## src/rtl/bfie_pkg.sv

```systemverilog
package bfie_pkg;

   localparam int BUF_BYTES      = 64;
   localparam int MAX_FIELD_BITS = 32;
   localparam int BYTE_BITS      = 8;

   localparam int ADDR_W    = $clog2(BUF_BYTES);
   localparam int VALUE_W   = 32;
   localparam int BITS_W    = 6;
   localparam int OFFSET_W  = 9;
   localparam int NEXT_W    = 10;
   localparam int WIN_BYTES = 5;
   localparam int WIN_W     = WIN_BYTES * BYTE_BITS;
   localparam int IDX_W     = 3;

   localparam logic [NEXT_W-1:0] BUF_BITS_L  = NEXT_W'(BUF_BYTES * BYTE_BITS);
   localparam logic [BITS_W-1:0] MAX_BITS_L  = BITS_W'(MAX_FIELD_BITS);
   localparam logic [BITS_W-1:0] VALUE_W_L   = BITS_W'(VALUE_W);
   localparam logic [BITS_W-1:0] WIN_W_L     = BITS_W'(WIN_W);

   localparam logic ACT_INSERT  = 1'b0;
   localparam logic ACT_EXTRACT = 1'b1;

   typedef struct packed {
      logic             load;
      logic             step;
      logic             last;
      logic             skip_done;
      logic [IDX_W-1:0] idx;
   } cmd_type;

   typedef struct packed {
      logic             skip;
      logic [IDX_W-1:0] nbytes;
   } sts_type;

endpackage

```

## src/rtl/bfie_ctrl.sv

```systemverilog
module bfie_ctrl
   import bfie_pkg::*;
(
   input  logic    clock,
   input  logic    reset,
   input  logic    start,
   output logic    busy,
   input  sts_type sts,
   output cmd_type cmd
);

   localparam logic ST_IDLE = 1'b0;
   localparam logic ST_RUN  = 1'b1;

   logic             state_ff, state_in;
   logic [IDX_W-1:0] idx_ff, idx_in;

   always_comb begin
      state_in      = state_ff;
      idx_in        = idx_ff;
      cmd           = '0;
      cmd.idx       = idx_ff;
      unique case (state_ff)
         ST_IDLE: begin
            if (start) begin
               cmd.load = 1'b1;
               idx_in   = '0;
               state_in = ST_RUN;
            end
         end
         ST_RUN: begin
            if (sts.skip) begin
               cmd.skip_done = 1'b1;
               state_in      = ST_IDLE;
            end else begin
               cmd.step = 1'b1;
               if (idx_ff == sts.nbytes - IDX_W'(1)) begin
                  cmd.last = 1'b1;
                  state_in = ST_IDLE;
               end else begin
                  idx_in = idx_ff + IDX_W'(1);
               end
            end
         end
         default: state_in = ST_IDLE;
      endcase
   end

   assign busy = (state_ff != ST_IDLE);

   always_ff @(posedge clock) begin
      if (reset) begin
         state_ff <= ST_IDLE;
         idx_ff   <= '0;
      end else begin
         state_ff <= state_in;
         idx_ff   <= idx_in;
      end
   end

   a_idx_in_span: assert property (@(posedge clock) disable iff (reset)
      cmd.step |-> (cmd.idx < sts.nbytes))
      else $error("byte index ran past the field span");

   a_accept_busy: assert property (@(posedge clock) disable iff (reset)
      (start && !busy) |=> busy)
      else $error("accepted beat did not start work");

   a_finish_idle: assert property (@(posedge clock) disable iff (reset)
      (cmd.last || cmd.skip_done) |=> !busy)
      else $error("controller stayed busy after finishing");

endmodule

```

## src/rtl/bfie_datapath.sv

```systemverilog
module bfie_datapath
   import bfie_pkg::*;
(
   input  logic                clock,
   input  logic                reset,
   input  cmd_type             cmd,
   output sts_type             sts,
   input  logic                req_action,
   input  logic [VALUE_W-1:0]  req_field_value,
   input  logic [BITS_W-1:0]   req_field_bits,
   input  logic [OFFSET_W-1:0] req_bit_offset,
   output logic                rsp_strobe,
   output logic [NEXT_W-1:0]   rsp_next_offset,
   output logic [VALUE_W-1:0]  rsp_read_value,
   output logic                rsp_range_error
);

   logic [BYTE_BITS-1:0] mem [BUF_BYTES];
   logic [BUF_BYTES-1:0] valid_ff;
   logic [BYTE_BITS-1:0] rdata_ff;
   logic                 rvld_ff;

   logic                 action_ff;
   logic [WIN_W-1:0]     ins_ff;
   logic [VALUE_W-1:0]   mask_ff;
   logic [2:0]           end_bit_ff;
   logic [IDX_W-1:0]     nbytes_ff;
   logic [ADDR_W-1:0]    base_ff;
   logic                 skip_ff;
   logic                 err_ff;
   logic [NEXT_W-1:0]    next_ff;
   logic [VALUE_W-1:0]   acc_ff;

   logic                 rsp_strobe_ff;
   logic [NEXT_W-1:0]    rsp_next_ff;
   logic [VALUE_W-1:0]   rsp_read_ff;
   logic                 rsp_err_ff;

   logic [2:0]           start_bit;
   logic [6:0]           span;
   logic [NEXT_W-1:0]    end_sum;
   logic                 err_w;
   logic [VALUE_W-1:0]   mask_w;
   logic [BITS_W-1:0]    shift_w;
   logic [WIN_W-1:0]     ins_w;
   logic [ADDR_W-1:0]    rd_addr;
   logic [ADDR_W-1:0]    wr_addr;
   logic                 wr_en;
   logic [BYTE_BITS-1:0] byte_rd;
   logic [BYTE_BITS-1:0] wr_data;
   logic [WIN_W-1:0]     ext_win;
   logic [VALUE_W-1:0]   ext_value;

   // Decode the field placement from the request beat.
   always_comb begin
      start_bit = req_bit_offset[2:0];
      span      = 7'({4'b0, start_bit} + {1'b0, req_field_bits} - 7'd1);
      end_sum   = {1'b0, req_bit_offset} + NEXT_W'(req_field_bits);
      err_w     = (req_field_bits > MAX_BITS_L) || (end_sum > BUF_BITS_L);
      mask_w    = {VALUE_W{1'b1}} >> (VALUE_W_L - req_field_bits);
      // Place the field in a five-byte window starting at its first byte, at its bit offset in that byte.
      shift_w   = WIN_W_L - {3'b0, start_bit} - req_field_bits;
      ins_w     = {{(WIN_W-VALUE_W){1'b0}}, req_field_value & mask_w} << shift_w;
   end

   assign rd_addr = cmd.load ? req_bit_offset[OFFSET_W-1:3]
                             : base_ff + ADDR_W'(cmd.idx) + ADDR_W'(1);
   assign wr_addr = base_ff + ADDR_W'(cmd.idx);
   assign wr_en   = cmd.step && (action_ff == ACT_INSERT);
   assign byte_rd = rvld_ff ? rdata_ff : '0;
   assign wr_data = byte_rd | ins_ff[WIN_W-1 -: BYTE_BITS];

   // The last byte holds the field's final bit at end_bit_ff; drop the bits after it.
   assign ext_win   = {acc_ff, byte_rd} >> (3'd7 - end_bit_ff);
   assign ext_value = ext_win[VALUE_W-1:0] & mask_ff;

   always_ff @(posedge clock) begin
      if (wr_en) begin
         mem[wr_addr] <= wr_data;
      end
      rdata_ff <= mem[rd_addr];
   end

   always_ff @(posedge clock) begin
      if (reset) begin
         valid_ff <= '0;
         rvld_ff  <= 1'b0;
      end else begin
         if (wr_en) begin
            valid_ff[wr_addr] <= 1'b1;
         end
         rvld_ff <= valid_ff[rd_addr];
      end
   end

   always_ff @(posedge clock) begin
      if (cmd.load) begin
         action_ff  <= req_action;
         ins_ff     <= ins_w;
         mask_ff    <= mask_w;
         end_bit_ff <= span[2:0];
         nbytes_ff  <= span[5:3] + IDX_W'(1);
         base_ff    <= req_bit_offset[OFFSET_W-1:3];
         skip_ff    <= err_w || (req_field_bits == '0);
         err_ff     <= err_w;
         next_ff    <= err_w ? {1'b0, req_bit_offset} : end_sum;
         acc_ff     <= '0;
      end else if (cmd.step) begin
         ins_ff <= ins_ff << BYTE_BITS;
         acc_ff <= {acc_ff[VALUE_W-BYTE_BITS-1:0], byte_rd};
      end
   end

   always_ff @(posedge clock) begin
      if (reset) begin
         rsp_strobe_ff <= 1'b0;
      end else begin
         rsp_strobe_ff <= cmd.last || cmd.skip_done;
      end
   end

   always_ff @(posedge clock) begin
      if (cmd.last || cmd.skip_done) begin
         rsp_next_ff <= next_ff;
         rsp_err_ff  <= err_ff;
         rsp_read_ff <= (cmd.last && (action_ff == ACT_EXTRACT)) ? ext_value : '0;
      end
   end

   assign sts.skip        = skip_ff;
   assign sts.nbytes      = nbytes_ff;
   assign rsp_strobe      = rsp_strobe_ff;
   assign rsp_next_offset = rsp_next_ff;
   assign rsp_read_value  = rsp_read_ff;
   assign rsp_range_error = rsp_err_ff;

   a_single_strobe: assert property (@(posedge clock) disable iff (reset)
      rsp_strobe |=> !rsp_strobe)
      else $error("result strobe held for two cycles");

   a_error_no_data: assert property (@(posedge clock) disable iff (reset)
      (rsp_strobe && rsp_range_error) |-> (rsp_read_value == '0))
      else $error("refused field returned data");

   a_no_write_on_skip: assert property (@(posedge clock) disable iff (reset)
      (cmd.step || cmd.last) |-> !skip_ff)
      else $error("buffer touched by a refused or empty field");

endmodule

```

## src/rtl/bit_field_insert_extract.sv

```systemverilog
// MSB-first bit field insert/extract over a 64-byte frame buffer that reads
// as all zero after reset. A request beat is taken when start is high and
// busy is low. An empty or refused field leaves the buffer untouched; any
// other field spans N (1 to 5) buffer bytes, and each byte takes one step:
// a read-modify-write on the single write port of the buffer memory for
// an insert, or a plain read for an extract. The result is presented for
// exactly one cycle with rsp_strobe high, in the cycle busy falls; the
// receiver cannot stall it and must capture it then. A new request may be
// accepted in that same cycle.
module bit_field_insert_extract
   import bfie_pkg::*;
(
   input  logic                clock,
   input  logic                reset,
   input  logic                start,
   output logic                busy,
   input  logic                req_action,
   input  logic [VALUE_W-1:0]  req_field_value,
   input  logic [BITS_W-1:0]   req_field_bits,
   input  logic [OFFSET_W-1:0] req_bit_offset,
   output logic                rsp_strobe,
   output logic [NEXT_W-1:0]   rsp_next_offset,
   output logic [VALUE_W-1:0]  rsp_read_value,
   output logic                rsp_range_error
);

   cmd_type cmd;
   sts_type sts;

   bfie_ctrl u_ctrl (
      .clock (clock),
      .reset (reset),
      .start (start),
      .busy  (busy),
      .sts   (sts),
      .cmd   (cmd)
   );

   bfie_datapath u_datapath (
      .clock           (clock),
      .reset           (reset),
      .cmd             (cmd),
      .sts             (sts),
      .req_action      (req_action),
      .req_field_value (req_field_value),
      .req_field_bits  (req_field_bits),
      .req_bit_offset  (req_bit_offset),
      .rsp_strobe      (rsp_strobe),
      .rsp_next_offset (rsp_next_offset),
      .rsp_read_value  (rsp_read_value),
      .rsp_range_error (rsp_range_error)
   );

endmodule
```

## config.mk

```make
export PLATFORM = sky130hd
export DESIGN_NAME = bit_field_insert_extract
export DESIGN_NICKNAME = d
export VERILOG_FILES = /design/src/rtl/bfie_pkg.sv /design/src/rtl/bfie_ctrl.sv /design/src/rtl/bfie_datapath.sv /design/src/rtl/bit_field_insert_extract.sv
export SDC_FILE = /design/constraint.sdc
export NUM_CORES = 1
export LEC_CHECK = 0
export ABC_CLOCK_PERIOD_IN_PS = 5900
export BUFFER_PORTS_ARGS = -buffer_cell sky130_fd_sc_hd__buf_2
export CORE_UTILIZATION = 50
export CTS_BUF_LIST = sky130_fd_sc_hd__clkbuf_4 sky130_fd_sc_hd__clkbuf_8
export DETAILED_ROUTE_END_ITERATION = 7
export PLACE_DENSITY = 0.77
export SYNTH_ARGS = -nofsm -noshare
export SYNTH_HDL_FRONTEND = slang
export SYNTH_SLANG_ARGS = --single-unit
export TNS_END_PERCENT = 1
```

## constraint.sdc

```tcl
create_clock -name clock -period 5.9 [get_ports clock]
set_clock_uncertainty 0.2 [all_clocks]
set_input_delay 0 -clock clock [delete_from_list [all_inputs] [get_ports clock]]
set_output_delay 0 -clock clock [all_outputs]
set_load 0.1 [all_outputs]
```

; After elaboration in Yosys (flattened, before gate mapping)
; Memory sizes are Yosys's and may differ from the RTL's. A register that Yosys moved wholly into a read port is not among the register bits.
; Index checks and enable logic that the tools add are counted.
[word_totals]
reg_bits = 242
mem_bits_rw = 512
inputBits = 51
out_inout_bits = 45
wordCells = 83
memories = 1
[classes]
add_sub_neg = 12
n_lt_le_gt_ge = 5
n_eq_ne = 4
shift = 3
mux = 24
bitwise_logic = 6
n_reduce_logical = 9
[mem_list]
columns = name, depth, word_bits, rd, rd_clocked_by_memory_dff, write_ports, line_no
row1 = u_datapath.mem, 64, 8, 1, 1, 1, bfie_datapath.sv:18  ; logic [BYTE_BITS-1:0] mem [BUF_BYTES];
[ops]
columns = cell, n
row1 = $mux W40, 2
row2 = $and A32 B32 Y32, 2
row3 = $or A64 B64 Y64, 1
row4 = $shl A32 B6 Y40, 1
row5 = $shr A40 B3 Y32, 1
row6 = $shr A32 B6 Y32 const A, 1
row7 = $lt A6 B7 Y1 const B, 2
row8 = $mux W3, 4
row9 = $add A9 B6 Y10, 1
row10 = $gt A10 B10 Y1 const B, 1
row11 = $mux W1, 10
row12 = $mux W9, 1
row13 = $mux W8, 1
row14 = $or A8 B8 Y8, 1
row15 = $add A3 B1 Y3 const B, 2
row16 = $add A3 B6 Y6, 1
row17 = $add A6 B1 Y6 const B, 1
row18 = $add A6 B3 Y6, 1
row19 = $bmux W1 S6, 1
row20 = $demux W1 S6, 1
row21 = $ge A6 B1 Y1 const B, 1
row22 = $gt A6 B6 Y1 const B, 1
row23 = $logic_not A6 Y1, 1
row24 = $mux W6, 1
row25 = 16 further kinds, 23

; Depth between registers and ports, before layout
[logic_depth]
word_depth = 8
mapped_depth = 15
mapped_depth_nobuf = 13

; Hierarchy
; Synthesis repeated with hierarchy kept, for this count alone.
[unflattened]
hier_cells = 3075
hier_area_um2 = 35592.9
[modules_own_cells]
columns = mod, instances, cells_per_inst, area_each_um2, seq_area_each_um2
row1 = bfie_datapath, 1, 3042, 35275.1, 21680.8
row2 = bfie_ctrl, 1, 33, 317.8, 80.1

; Least setup slack after synthesis
; OpenSTA, ideal clock, no wires.
[synth_timing]
path_kind = register to register
startpoint = reg u_ctrl.state_ff (netlist: u_ctrl.busy)
endpoint = reg u_datapath.action_ff (enable)
setup_time_ps = 444
t_arrival_ps = 3291
t_required_ps = 5256
path_slack_ps = 1965
path_stages_with_launch = 6
path_buffers = 3
synth_period_minus_slack_ps = 3935
path_cell_list = dfxtp_1 -> nand2b_1 -> buf_2 -> inv_2 -> clkbuf_1 -> clkbuf_1
[synth_rtl]
columns = item, line_no
row1 = "start, declared", bfie_ctrl.sv:15  ; logic state_ff, state_in;
row2 = "start signal, assigned", bfie_ctrl.sv:56  ; state_ff <= state_in;
row3 = "end signal, assigned", bfie_datapath.sv:98  ; action_ff <= req_action;
row4 = "end, declared", bfie_datapath.sv:23  ; logic action_ff;

; Worst setup path in the final report
[layout_timing]
startpoint = in req_field_bits[0]
endpoint = reg u_datapath.next_ff[2], data pin
[layout_between]
elab_chain_len = 4
elab_cells_between_ends = 5
cone_classes = add/sub (1) / order compare (2) / mux (1) / reduce/logical (1)
[layout_rtl]
columns = item, line_no
row1 = "start, declared", bit_field_insert_extract.sv:19  ; input logic [BITS_W-1:0] req_field_bits,
row2 = $add A9 B6 Y10, bfie_datapath.sv:58  ; end_sum = {1'b0, req_bit_offset} + NEXT_W'(req_field_bits);
row3 = $gt A10 B10 Y1, bfie_datapath.sv:59  ; err_w = (req_field_bits > MAX_BITS_L) || (end_sum > BUF_BITS_L);
row4 = $logic_or A1 B1 Y1 *, bfie_datapath.sv:59
row5 = net u_datapath.err_w, bfie_datapath.sv:42  ; logic err_w;
row6 = $mux W9 *, bfie_datapath.sv:106  ; next_ff <= err_w ? {1'b0, req_bit_offset} : end_sum;
row7 = "end signal, assigned", bfie_datapath.sv:106
row8 = "end, declared", bfie_datapath.sv:31  ; logic [NEXT_W-1:0] next_ff;
; The timed path passes the listed nets; every way through them passes the cells marked *.
; A chain may end at the register's enable or synchronous reset.

==> key figures <==
Status
  • Status: finished clean

Global routing
  • Largest net degree at the start of global routing: around 110
  • GRT Util Overall: 24.8%
  • Total gr overflow: 0
  • Vias in the first global route: 22,400
  • First-pass GRT wire length: between 100,000 and 150,000 um
  • Initial antenna violation count: 1

Setup path
  • CP top delay family: buffers and inverters
  • Worst reg2reg path endpoint: u_datapath.rdata_ff[0]
  • CP startpoint kind: primary input
  • Register-to-Register Setup Slack: about 1600 ps
  • Worst Path Buf+Inv: 6
  • CP Cell Sequence: dlygate4sd3_1 > buf_2 > inv_1 > ha_1 > buf_4 > clkinv_1 > nand2_1 > nor4_1 > a41o_1 > nand2_1 > mux2_2 > dlygate4sd3_1
  • Worst reg2reg path depth: 10
  • Critical Path RT: 6190 ps
  • Slowest CP cell: clkinv_1
  • Crit path capture type: flop
  • Crit Path Max Fanout: 54
  • Max incr delay on CP: between 800 and 900 ps
  • Critical path data arrival time: 4660 ps
  • Critical path class: primary input to flop
  • R2R Path Start: u_ctrl.idx_ff[0]

Detailed routing
  • Residual DRC: 0
  • Pre-antenna DRT Iters: 6
  • Post-route ant nets: 0
  • First DRT Iteration DRCs: 2,366
  • Wire per inst: 23.1 um
  • Total number of vias: between 20,000 and 25,000
  • Via-per-instance ratio: between 5 and 6
  • Overall routed net length: slightly below 90,000 um

Timing
  • Worst-margin pin slew: 1200 ps
  • Final setup fails: 0
  • Tmin final: about 4400 ps
  • Relative slew slack: 19.9%
  • Setup_tns: 0 ps
  • Fin. Hold Viols: 0
  • Max frequency: 229 MHz
  • Unrepaired setup endpoints after global routing: no
  • Slew Viols, Final: 0
  • Final worst path period share: 74.0%

Yosys
  • Synth warn: 0
  • Post-Syn Instances: ~2,700
  • Asr flop ratio synth: 0%
  • Syn Nets: between 2,000 and 3,000
  • Mapped cell area: roughly 35,000 sq um
  • Synthesized area per cell: between 10 and 15 sq um
  • Post-synthesis register bit count: 761
  • Top_reg_cell synth: edfxtp_1
  • Post-synth EDFFs: between 600 and 700
  • Sequential fraction of the synthesis area: between 60% and 70%
  • Library cells used by synthesis: 90

Floorplan
  • IO Count: between 90 and 100
  • Die Wd: about 270 um
  • Core Region: a little under 70,000 sq um
  • DIE AREA: 71,400 sq um
  • Initial core utilization: approximately half
  • Site Rows: 96
  • Die height: around 270 um

Place
  • Dpl cell area: about 37,000 sq um
  • Final RePlAce weighted congestion: 0.964
  • PortBufs: 95
  • Post-DP HPWL: ~57,000 um
  • Placed insts: 3,581

Clock tree
  • CTS max path bufs: 3
  • CTS Buf Count: 117
  • Clk_lat worst skew: 750 ps
  • H-tree depth: 3
  • Sink Count: around 760
  • CTS tree: yes
  • Post-CTS Resized: 0
  • Clk slew on worst S/H paths: approximately 60 ps
  • Clock root buffer: clkbuf_8

Finish
  • Non-Filler Instances: around 3,800
  • # nets final: 2,899
  • Layout cells sized above 1: around 14%
  • Commonest non-fill, non-tap cell in the layout: edfxtp_1
  • Most frequent cells in the layout: 652 x edfxtp_1, 554 x mux2i_1, 272 x nor2_1, 201 x nand2_1, 126 x clkbuf_8
  • Layout area overhead: 12.5%
  • Layout Cell Area excl Fill: around 40,000 sq um

Flow run
  • Max-cap violations: 0

Power and ir drop
  • Static Leak: about 0.015 uW
  • IR drop worst, VDD: about 0.17 mV
  • PwrDens: ~340 nW/um^2

Worst hold path
  • Min-delay worst type: primary input to flop
  • Hold depth: 4
  • Hold Crit Start: req_bit_offset[5]
  • Endpoint, Worst Hold: u_datapath.next_ff[5]
## worst max-delay path by stage
stage	from	end	slack, ps	depth (start not counted)
final	req_field_bits[0]	u_datapath.next_ff[2]	1530	12
after global routing	u_ctrl.busy	u_datapath.rdata_ff[7]	1420	10
after CTS	u_ctrl.busy	u_datapath.rdata_ff[7]	1600	10
after detailed placement	u_ctrl.busy	u_datapath.rdata_ff[7]	1620	10
after global placement	u_ctrl.busy	u_datapath.rdata_ff[7]	1670	10
after floorplan	u_ctrl.busy	u_datapath.action_ff	1970	5
## metrics by stage
| stage | worst slack (ps) | hold WS, ps | utilization (%) | power [uW] |
|---|---|---|---|---|
| after floorplan | 1970 | -101 | - | 8090 |
| after global placement | 1670 | 14.4 | 52.9 | 8840 |
| after detailed placement | 1620 | 13.3 | 52.9 | 8880 |
| after CTS | 1600 | 0.913 | 57.2 | 13500 |
| after global routing | 1420 | 63.1 | 57.2 | 13900 |
| final | 1530 | 87.4 | 57.2 | 13500 |
## per-layer routing
layer  routed length [um]  global-route usage [%]  vias up  part of all wire (%)
met5                    0                       0        -                     0
met4                 2610                    8.90        0                   2.9
met3                 7160                    4.28      162                   8.1
met2                40700                    38.5     1121                    46
met1                38300                    35.1    11300                    43
li1                     -                       -    10400                     -
## sequential cells by signal, indices dropped and copies added (netlist names)
register                    count
u_datapath.nbytes_ff            3
u_datapath.skip_ff              1
u_datapath.action_ff            1
u_datapath.base_ff              6
u_datapath.ins_ff              40
u_datapath.acc_ff              31
u_datapath.mask_ff             32
u_datapath.rvld_ff              1
u_datapath.next_ff             10
u_datapath.rsp_range_error      1
u_ctrl.busy                     1
u_datapath.rsp_next_offset     10
u_datapath.valid_ff            64
u_datapath.end_bit_ff           3
u_ctrl.idx_ff                   3
u_datapath.mem                512
u_datapath.rsp_strobe           1
u_datapath.rdata_ff             8
u_datapath.rsp_read_value      32
u_datapath.err_ff               1
## worst reg2reg max path: cells and delay by family, from the launching register on
family / cells / cell delay, ps
compound gates: 1 / 690
mux: 5 / 1310
fa+ha+maj: 3 / 1150
buf+inv: 1 / 430
flops: 1 / 430
## logic make-up (layout without fill, tap and decap cells)
kind of cell,Yosys count,after routing,share of synthesized area (%)
adder cells (fa/ha/maj),35,35,1.35
other,0,1,0
multiplexers,582,582,17.0
XOR/XNOR,31,31,0.876
buffers and inverters,215,453,2.55
AO/OA/AOI/OAI,405,405,8.18
AND/OR/NAND/NOR,649,649,8.10
flip-flops,761,761,61.9
## power by group
part	switching (uW)	leakage (uW)	internal (uW)
clock network	2060	0.00135	2590
registers	106	0.00684	6230
logic	1700	0.00680	810
total	3860	0.0150	9630
## what timing repair did
| action | 4_1_cts | 5_1_grt |
|---|---|---|
| endpoints found under the hold margin | 166 | 0 |
| hold buffers | 44 | 0 |
| setup buffers | 0 | 0 |
## area by class of cell
| cell class | count | area, sq um |
|---|---|---|
| Clock inverter | 42 | 404 |
| Timing Repair Buffer | 183 | 1310 |
| Fill cell | 5393 | 29500 |
| Sequential cell | 761 | 21800 |
| Inverter | 48 | 181 |
| Antenna cell | 1 | 2.50 |
| Clock buffer | 180 | 2140 |
| Tap cell | 931 | 1160 |
| Multi-Input combinational cell | 1702 | 12600 |
## synthesized netlist by cell type, drive strengths merged (11+ instances only)
cell type | instances | share of area, %
edfxtp | 652 | 56
mux2i | 556 | 16
nor2 | 272 | 2.9
nand2 | 202 | 2.2
dfxtp | 109 | 6.2
a21oi | 90 | 1.3
buf | 87 | 1.2
clkbuf | 80 | 0.85
o21ai | 61 | 0.87
nand3 | 52 | 0.75
inv | 44 | 0.47
a22o | 34 | 0.85
ha | 30 | 1.1
and3 | 29 | 0.52
a31oi | 25 | 0.45
a211oi | 21 | 0.45
xnor2 | 21 | 0.54
nor3 | 20 | 0.30
a21o | 16 | 0.34
mux2 | 15 | 0.48
nor2b | 15 | 0.27
o211ai | 15 | 0.32
o22ai | 14 | 0.25
mux4 | 11 | 0.70
nand2b | 11 | 0.20
o221ai | 11 | 0.27
(Power assumes the default switching activity.)
